File: src/rtl/core/stps_pkg.sv
`timescale 1ns / 1ps

package stps_pkg;

    localparam int DEF_TABLE_DEPTH = 1024;
    localparam int DEF_VALUE_BITS  = 64;

    localparam int REQ_TYPE_W  = 1;
    localparam int SLOT_W      = 10;
    localparam int FIELD_VAL_W = 64;
    localparam int COUNT_W     = 11;

    localparam int S_FIELDS_W = SLOT_W + 2 * FIELD_VAL_W;
    localparam int S_TDATA_W  = ((S_FIELDS_W + 7) / 8) * 8;
    localparam int M_FIELDS_W = FIELD_VAL_W + SLOT_W;
    localparam int M_TDATA_W  = ((M_FIELDS_W + 7) / 8) * 8;
    localparam int M_PAD_W    = M_TDATA_W - M_FIELDS_W;

    localparam logic [COUNT_W-1:0] COUNT_RESET = COUNT_W'(1);

    typedef enum logic [REQ_TYPE_W-1:0] {
        REQ_WRITE  = 1'b0,
        REQ_SEARCH = 1'b1
    } req_type_t;

endpackage

File: src/rtl/core/stps_search_ctrl.sv
`timescale 1ns / 1ps

module stps_search_ctrl
    import stps_pkg::*;
#(
    parameter int TABLE_DEPTH = DEF_TABLE_DEPTH,
    parameter int VALUE_BITS  = DEF_VALUE_BITS,
    parameter int ADDR_W      = $clog2(TABLE_DEPTH),
    parameter int CNT_W       = $clog2(TABLE_DEPTH + 1)
) (
    input  logic                   aclk,
    input  logic                   aresetn,
    input  logic [COUNT_W-1:0]     entry_count,
    input  logic                   in_valid,
    output logic                   in_ready,
    input  logic [REQ_TYPE_W-1:0]  req_type,
    input  logic [SLOT_W-1:0]      slot_index,
    input  logic [FIELD_VAL_W-1:0] entry_value,
    input  logic [FIELD_VAL_W-1:0] search_key,
    output logic                   out_valid,
    input  logic                   out_ready,
    output logic [FIELD_VAL_W-1:0] found_value,
    output logic [SLOT_W-1:0]      found_slot,
    output logic                   ram_wr_en,
    output logic [ADDR_W-1:0]      ram_wr_addr,
    output logic [VALUE_BITS-1:0]  ram_wr_data,
    output logic                   ram_rd_en,
    output logic [ADDR_W-1:0]      ram_rd_addr,
    input  logic [VALUE_BITS-1:0]  ram_rd_data
);

    typedef enum logic [1:0] {
        ST_IDLE,
        ST_PROBE,
        ST_FETCH
    } state_t;

    state_t                  state_reg, state_next;
    logic [ADDR_W-1:0]       lo_reg, lo_next;
    logic [CNT_W-1:0]        hi_reg, hi_next;
    logic [ADDR_W-1:0]       mid_reg, mid_next;
    logic [VALUE_BITS-1:0]   key_reg, key_next;
    logic                    out_valid_reg, out_valid_next;
    logic [FIELD_VAL_W-1:0]  found_value_reg, found_value_next;
    logic [SLOT_W-1:0]       found_slot_reg, found_slot_next;

    logic                    accept;
    logic [CNT_W-1:0]        count_sat;
    logic                    key_less;
    logic [ADDR_W-1:0]       lo_step;
    logic [CNT_W-1:0]        hi_step;
    logic [CNT_W:0]          mid_sum;
    logic signed [FIELD_VAL_W-1:0] rd_ext;

    assign in_ready = (state_reg == ST_IDLE);
    assign accept   = in_valid && in_ready;

    always_comb begin
        if (entry_count == '0) begin
            count_sat = CNT_W'(1);
        end else if (32'(entry_count) > TABLE_DEPTH) begin
            count_sat = CNT_W'(TABLE_DEPTH);
        end else begin
            count_sat = CNT_W'(entry_count);
        end
    end

    assign key_less = $signed(ram_rd_data) < $signed(key_reg);
    assign lo_step  = key_less ? mid_reg : lo_reg;
    assign hi_step  = key_less ? hi_reg : CNT_W'(mid_reg);
    assign mid_sum  = (CNT_W + 1)'(lo_step) + (CNT_W + 1)'(hi_step);
    assign rd_ext   = FIELD_VAL_W'($signed(ram_rd_data));

    always_comb begin
        state_next       = state_reg;
        lo_next          = lo_reg;
        hi_next          = hi_reg;
        mid_next         = mid_reg;
        key_next         = key_reg;
        out_valid_next   = out_valid_reg && !out_ready;
        found_value_next = found_value_reg;
        found_slot_next  = found_slot_reg;
        ram_wr_en        = 1'b0;
        ram_wr_addr      = ADDR_W'(slot_index);
        ram_wr_data      = entry_value[VALUE_BITS-1:0];
        ram_rd_en        = 1'b0;
        ram_rd_addr      = mid_reg;

        case (state_reg)
            ST_IDLE: begin
                if (accept) begin
                    if (req_type == REQ_WRITE) begin
                        ram_wr_en = (32'(slot_index) < TABLE_DEPTH);
                    end else begin
                        key_next = search_key[VALUE_BITS-1:0];
                        lo_next  = '0;
                        hi_next  = count_sat;
                        mid_next = ADDR_W'(count_sat >> 1);
                        ram_rd_en = 1'b1;
                        if (count_sat > CNT_W'(1)) begin
                            ram_rd_addr = ADDR_W'(count_sat >> 1);
                            state_next  = ST_PROBE;
                        end else begin
                            ram_rd_addr = '0;
                            state_next  = ST_FETCH;
                        end
                    end
                end
            end
            ST_PROBE: begin
                lo_next   = lo_step;
                hi_next   = hi_step;
                ram_rd_en = 1'b1;
                if (hi_step - CNT_W'(lo_step) > CNT_W'(1)) begin
                    mid_next    = ADDR_W'(mid_sum >> 1);
                    ram_rd_addr = ADDR_W'(mid_sum >> 1);
                end else begin
                    ram_rd_addr = lo_step;
                    state_next  = ST_FETCH;
                end
            end
            ST_FETCH: begin
                if (!out_valid_reg || out_ready) begin
                    out_valid_next   = 1'b1;
                    found_value_next = rd_ext;
                    found_slot_next  = SLOT_W'(lo_reg);
                    state_next       = ST_IDLE;
                end
            end
            default: begin
                state_next = ST_IDLE;
            end
        endcase
    end

    always_ff @(posedge aclk) begin
        if (!aresetn) begin
            state_reg     <= ST_IDLE;
            out_valid_reg <= 1'b0;
        end else begin
            state_reg     <= state_next;
            out_valid_reg <= out_valid_next;
        end
        lo_reg          <= lo_next;
        hi_reg          <= hi_next;
        mid_reg         <= mid_next;
        key_reg         <= key_next;
        found_value_reg <= found_value_next;
        found_slot_reg  <= found_slot_next;
    end

    assign out_valid   = out_valid_reg;
    assign found_value = found_value_reg;
    assign found_slot  = found_slot_reg;

endmodule

File: config.mk
export PLATFORM = sky130hd
export DESIGN_NAME = stps_search_ctrl
export DESIGN_NICKNAME = d
export VERILOG_FILES = /design/src/rtl/core/stps_pkg.sv /design/src/rtl/core/stps_search_ctrl.sv
export SDC_FILE = /design/constraint.sdc
export NUM_CORES = 1
export LEC_CHECK = 0
export ABC_AREA = 1
export BUFFER_PORTS_ARGS = -buffer_cell sky130_fd_sc_hd__buf_2
export CAP_MARGIN = 20
export CORE_UTILIZATION = 46
export DETAILED_ROUTE_END_ITERATION = 12
export GPL_TIMING_DRIVEN = 0
export PLACE_DENSITY = 0.76
export SKIP_LAST_GASP = 1
export SYNTH_ARGS = -nofsm -noshare
export SYNTH_HDL_FRONTEND = slang
export SYNTH_SLANG_ARGS = --single-unit
File: constraint.sdc
create_clock -name aclk -period 10.65 [get_ports aclk]
set_clock_uncertainty 0.15 [all_clocks]
set_input_delay 0.5325 -clock aclk [delete_from_list [all_inputs] [get_ports aclk]]
set_output_delay 0.5325 -clock aclk [all_outputs]
set_load 0.05 [all_outputs]
# Word level (Yosys, flattened, before mapping)
# Index checks and enable logic that the tools add are counted.
# Widths: inputs -> output; s select.
# word_totals
register_bits	172
latch_bits	0
ram_bits	0
rom_bits	0
inputBits	218
output_inout_bits	162
word_cells	67
mem_count	0
# classes
add_sub_neg	2
n_mul	0
n_div	0
n_lt_le_gt_ge	4
n_eq_ne	7
shifts	0
n_mux	33
bitwise_logic	0
reduce_logical	13
# ops
op	count
$mux 10	10
$lt 64x64->1	1
$pmux 10 s2	3
$mux 11	5
$gt 11x1->1 const B	2
$pmux 11 s2	1
$add 10x11->11	1
$gt 11x11->1 const B	1
$logic_not 11->1	1
$sub 11x10->11	1
$mux 2	5
$reduce_and 4->1	2
$mux 1	7
$ne 2x2->1 const B	3
$pmux 2 s3	1
$reduce_and 3->1	2
$ne 2x1->1 const B	2
$eq 2x1->1 const B	1
$eq 2x2->1 const B	1
$logic_and 1x1->1	2
$logic_not 1->1	2
$logic_not 2->1	1
$pmux 1 s2	1
$reduce_and 2->1	1
2 further kinds	2

# Depth between registers and ports, before layout
# depth
depth_word	8
mapped_depth	38
mapped_depth_nobuf	37

# Worst setup path before layout
# Ideal clock, no wire load.
# synth_path
path_type	input-to-output
startpoint	input port ram_rd_data[5]
endpoint	output port ram_rd_addr[5]
arrival_time_ps	4704
required_time_ps	9967
slack_ps	5263
path_stages	31
n_path_buf	1
path_cell_list	ha_1 -> a21oi_1 -> nor2_1 -> nor3_1 -> nand2_1 -> nand2_1 -> nand2_1 -> nand2_1 -> nand2_1 -> nand2_1 -> nand2_1 -> nand2_1 -> nand2_2 -> buf_6 -> o21ai_0 -> inv_1 -> ha_1 -> fa_1 -> nor2_2 -> o21ai_2 -> nand2_2 -> a21oi_1 -> o21ai_1 -> xor2_1 -> nor2_2 -> nand2_1 -> nor3_4 -> nand2_2 -> clkinv_1 -> nand3_1 -> a21oi_1
# synth_via
elab_chain_cells	6
word_cells_on_any_way	8
cone_classes	2 x add/sub; 2 x order compare; 4 x mux
# synth_rtl
element	line_no	text
start: declaration	stps_search_ctrl.sv:29	input logic [VALUE_BITS-1:0] ram_rd_data
$lt 64x64->1 (*)	stps_search_ctrl.sv:68	assign key_less = $signed(ram_rd_data) < $signed(key_reg);
$mux 10 (*)	stps_search_ctrl.sv:69	assign lo_step = key_less ? mid_reg : lo_reg;
via lo_step[0]	stps_search_ctrl.sv:50	logic [ADDR_W-1:0] lo_step;
$sub 11x10->11	stps_search_ctrl.sv:114	if (hi_step - CNT_W'(lo_step) > CNT_W'(1)) begin
$gt 11x1->1	stps_search_ctrl.sv:114	
$mux 10 (*)	stps_search_ctrl.sv:114	
$pmux 10 s2 (*)	stps_search_ctrl.sv:89	case (state_reg)
end: declaration	stps_search_ctrl.sv:28	output logic [ADDR_W-1:0] ram_rd_addr,
# Mark *: on every way through the listed nets, which the timed path passes. The rest lies on a longest branch.

# Worst setup path in the final report
# layout_path
startpoint	register key_reg[11]
endpoint	output port ram_rd_addr[5]
# layout_via
elab_chain_cells	6
word_cells_on_any_way	8
cone_classes	2 x add/sub; 2 x order compare; 4 x mux
# layout_rtl
element	line_no	text
start: declaration	stps_search_ctrl.sv:42	logic [VALUE_BITS-1:0] key_reg, key_next;
start signal: assignment	stps_search_ctrl.sv:147	key_reg <= key_next;
$lt 64x64->1 (*)	stps_search_ctrl.sv:68	
$mux 10 (*)	stps_search_ctrl.sv:69	
via lo_step[0]	stps_search_ctrl.sv:50	
$sub 11x10->11	stps_search_ctrl.sv:114	
$gt 11x1->1	stps_search_ctrl.sv:114	
$mux 10 (*)	stps_search_ctrl.sv:114	
$pmux 10 s2 (*)	stps_search_ctrl.sv:89	
# Marks and branches as above.

==> impl_results.md <==
* Post-DR vias/cell at 4.97
* CTS tree: yes
* Root buf cell: clkbuf_16
* Initial antenna violation count at 2
* Status: finished clean
* Number of global-route vias before repair at 7,294
* Peak supply drop at 105 uV
* GR Util All Layers at 23.3%
* RSZ-0062 raised after global routing: false
* Initial Util at 47.2%
* H-tree depth at 4
* CORE AREA at 20,300 um2
* CTS Buf Count at 17
* Setup slack, reg-to-reg at 5.22 ns
* Die H at 146 um
* DIE AREA at 21,400 um2
* Seq/Total Area, Yosys at 53.6%
* DP HPWL at 20,000 um
* Final worst-path cycle share at 58.2%
* Post-CTS setup buffers at 0
* Post-Place Setup Slack at 4.66 ns
* Synth top area cells: edfxtp_1 53%, ha_1 11%, nand2_1 6.9%
* Max Slew Vio Count at 0
* Pwr/cell area at 170 nW/um2
* Yosys Warn Count at 0
* Crit path max fanout at 10
* I/O Buffers at 305
* First-pass GRT wire length at 38,000 um
* Final-stage net count at 1,572
* Hold Buf Count CTS at 0
* Core Rows at 52
* Synth cell types at 47
* Post-cts resize count at 0
* Clk sink count at 172
* Critical Path RT at 9.97 ns
* Most instantiated library cell after synthesis: nand2_1
* Leakage power at 5.84 nW
* Setup tns final at 0 ns
* Max Fclk at 161 MHz
* Bufs on Longest Clock Path at 2
* Syn Std Cell Area at 9570 um2
* Max transition margin at 36.3%
* Syn Nets at 1,246
* Post-synthesis async set-or-reset flop share at 0%
* Yosys reg bits at 172
* Hold Slack at 0.114 ns
* Final Critical Period at 6.20 ns
* WL/cell at 16.2 um
* Post-synth top cells: 177 x nand2_1, 169 x edfxtp_1, 146 x inv_1
* DRC at 0
* EDFF count, synth at 169
* Synth area leader: edfxtp_1
* Routed wl met3 at 1830 um
* Top FF cell, synth: edfxtp_1
* PnR worst setup slack at 4.45 ns
* Antenna viol nets, final at 0
* Final setup viols at 0
* WS Path Type: register to primary output
* Met2 WL post-DR at 12,800 um
* Boundary pin count at 380
* Routability congestion estimate at 0.894
* Overflow after GRT at 0
* Worst hold path type: primary input to register
* Die Width at 146 um
* Max Cap Viol at 0
* Worst stage delay on the critical path at 0.43 ns
* DR top layer: met4
* Crit path DAT at 5.52 ns
* Detailed Routing Iterations Pass 1 at 5
* Syn Inst Count at 943
* Routed WL at 25,200 um
* Largest net degree at the start of global routing at 70
* CP startpoint kind: register
* WL met1 at 10,100 um
* DR iter-0 viols at 542
* Worst-margin pin slew at 0.953 ns
* Clk slew on worst S/H paths at 0.08 ns
* Post-synth top area share at 53.0%
* DR vias at 7,736
* Share of cells above drive strength 1 at 35.2%
* Avg Inst Size Synth at 10.2 um2
* Worst-path cell with the longest stage delay: fa_1
* CP most frequent cell: nand2_1
* Clk_lat worst skew at 0.44 ns
* Worst setup EP type: primary output
* Final hold violation count at 0
* Area Growth Syn to Fin at 26.7%
kinds of logic after synthesis:
family                     count (synthesis)  share of synthesized area [%]
and+or+nand+nor                          310                           14.0
buffers and inverters                    242                           12.7
DFF                                      172                           53.6
AOI/OAI and AO/OA                        128                           7.79
adders and majority gates                 85                           11.3
xor gates and xnor gates                   6                          0.549
layout by cell type, fill, tap and decap left out, drive strengths merged, types with 12 or more instances in the layout:
cell type,Yosys,routed
nor2,58,58
o21ai,55,55
ha,83,83
clkbuf,5,22
edfxtp,169,169
inv,151,159
a21oi,49,49
nand2,184,184
buf,83,390
nand4,12,12
nand3,31,31
cell type report:
class / count / area [um2]
clock buffer: 17 / 425
sequential: 172 / 5130
inverter: 154 / 583
tap: 270 / 338
timing repair buffer: 307 / 1570
clock inverter: 15 / 205
fill: 1709 / 8180
antenna: 3 / 7.51
multi-input combinational: 529 / 3220
buffer: 88 / 639
worst max-delay path, delay by kind of cell, from the launching register on:
kind	cells	cell delay, ns
flops	1	0.38
xor+xnor	1	0.10
fa+ha+maj	3	0.98
compound gates	8	1.14
buf+inv	5	0.80
simple gates	14	1.67
final timing paths:
kind	from	end	cells after the start
setup reg to reg	key_reg[11]$_DFFE_PP_	mid_reg[2]$_DFFE_PP_	30
hold reg to reg	lo_reg[9]$_SDFFCE_PN0P_	found_slot[9]$_DFFE_PP_	0
setup / recovery	key_reg[11]$_DFFE_PP_	ram_rd_addr[5]	31
hold / removal	search_key[23]	key_reg[23]$_DFFE_PP_	1
power by group:
part	internal, mW	total [mW]	switching (mW)	leakage [nW]
registers	0.789	0.800	0.0117	1.59
logic	0.191	0.611	0.420	3.95
clock network	0.326	0.650	0.324	0.300
per-layer routing:
metal | vias to the layer above | global-route usage, %
met2 | 345 | 40.9
li1 | 3768 | -
met1 | 3585 | 28.1
met5 | - | 0
met4 | 0 | 8.39
met3 | 38 | 5.09
per-stage QoR:
| stage | power [mW] | util, % | std cells | instance area, um2 |
|---|---|---|---|---|
| 3_5_place_dp | 1.42 | 56.6 | 1520 | 11500 |
| 3_3_place_gp | 1.41 | 56.3 | 1518 | 11400 |
| 5_1_grt | 2.15 | 59.7 | 1554 | 12100 |
| 2_1_floorplan | 1.26 | - | 943 | 9570 |
| 4_1_cts | 2.06 | 59.7 | 1552 | 12100 |
| 6_report | 2.06 | 59.7 | 1555 | 12100 |
(Power assumes the default switching activity.)
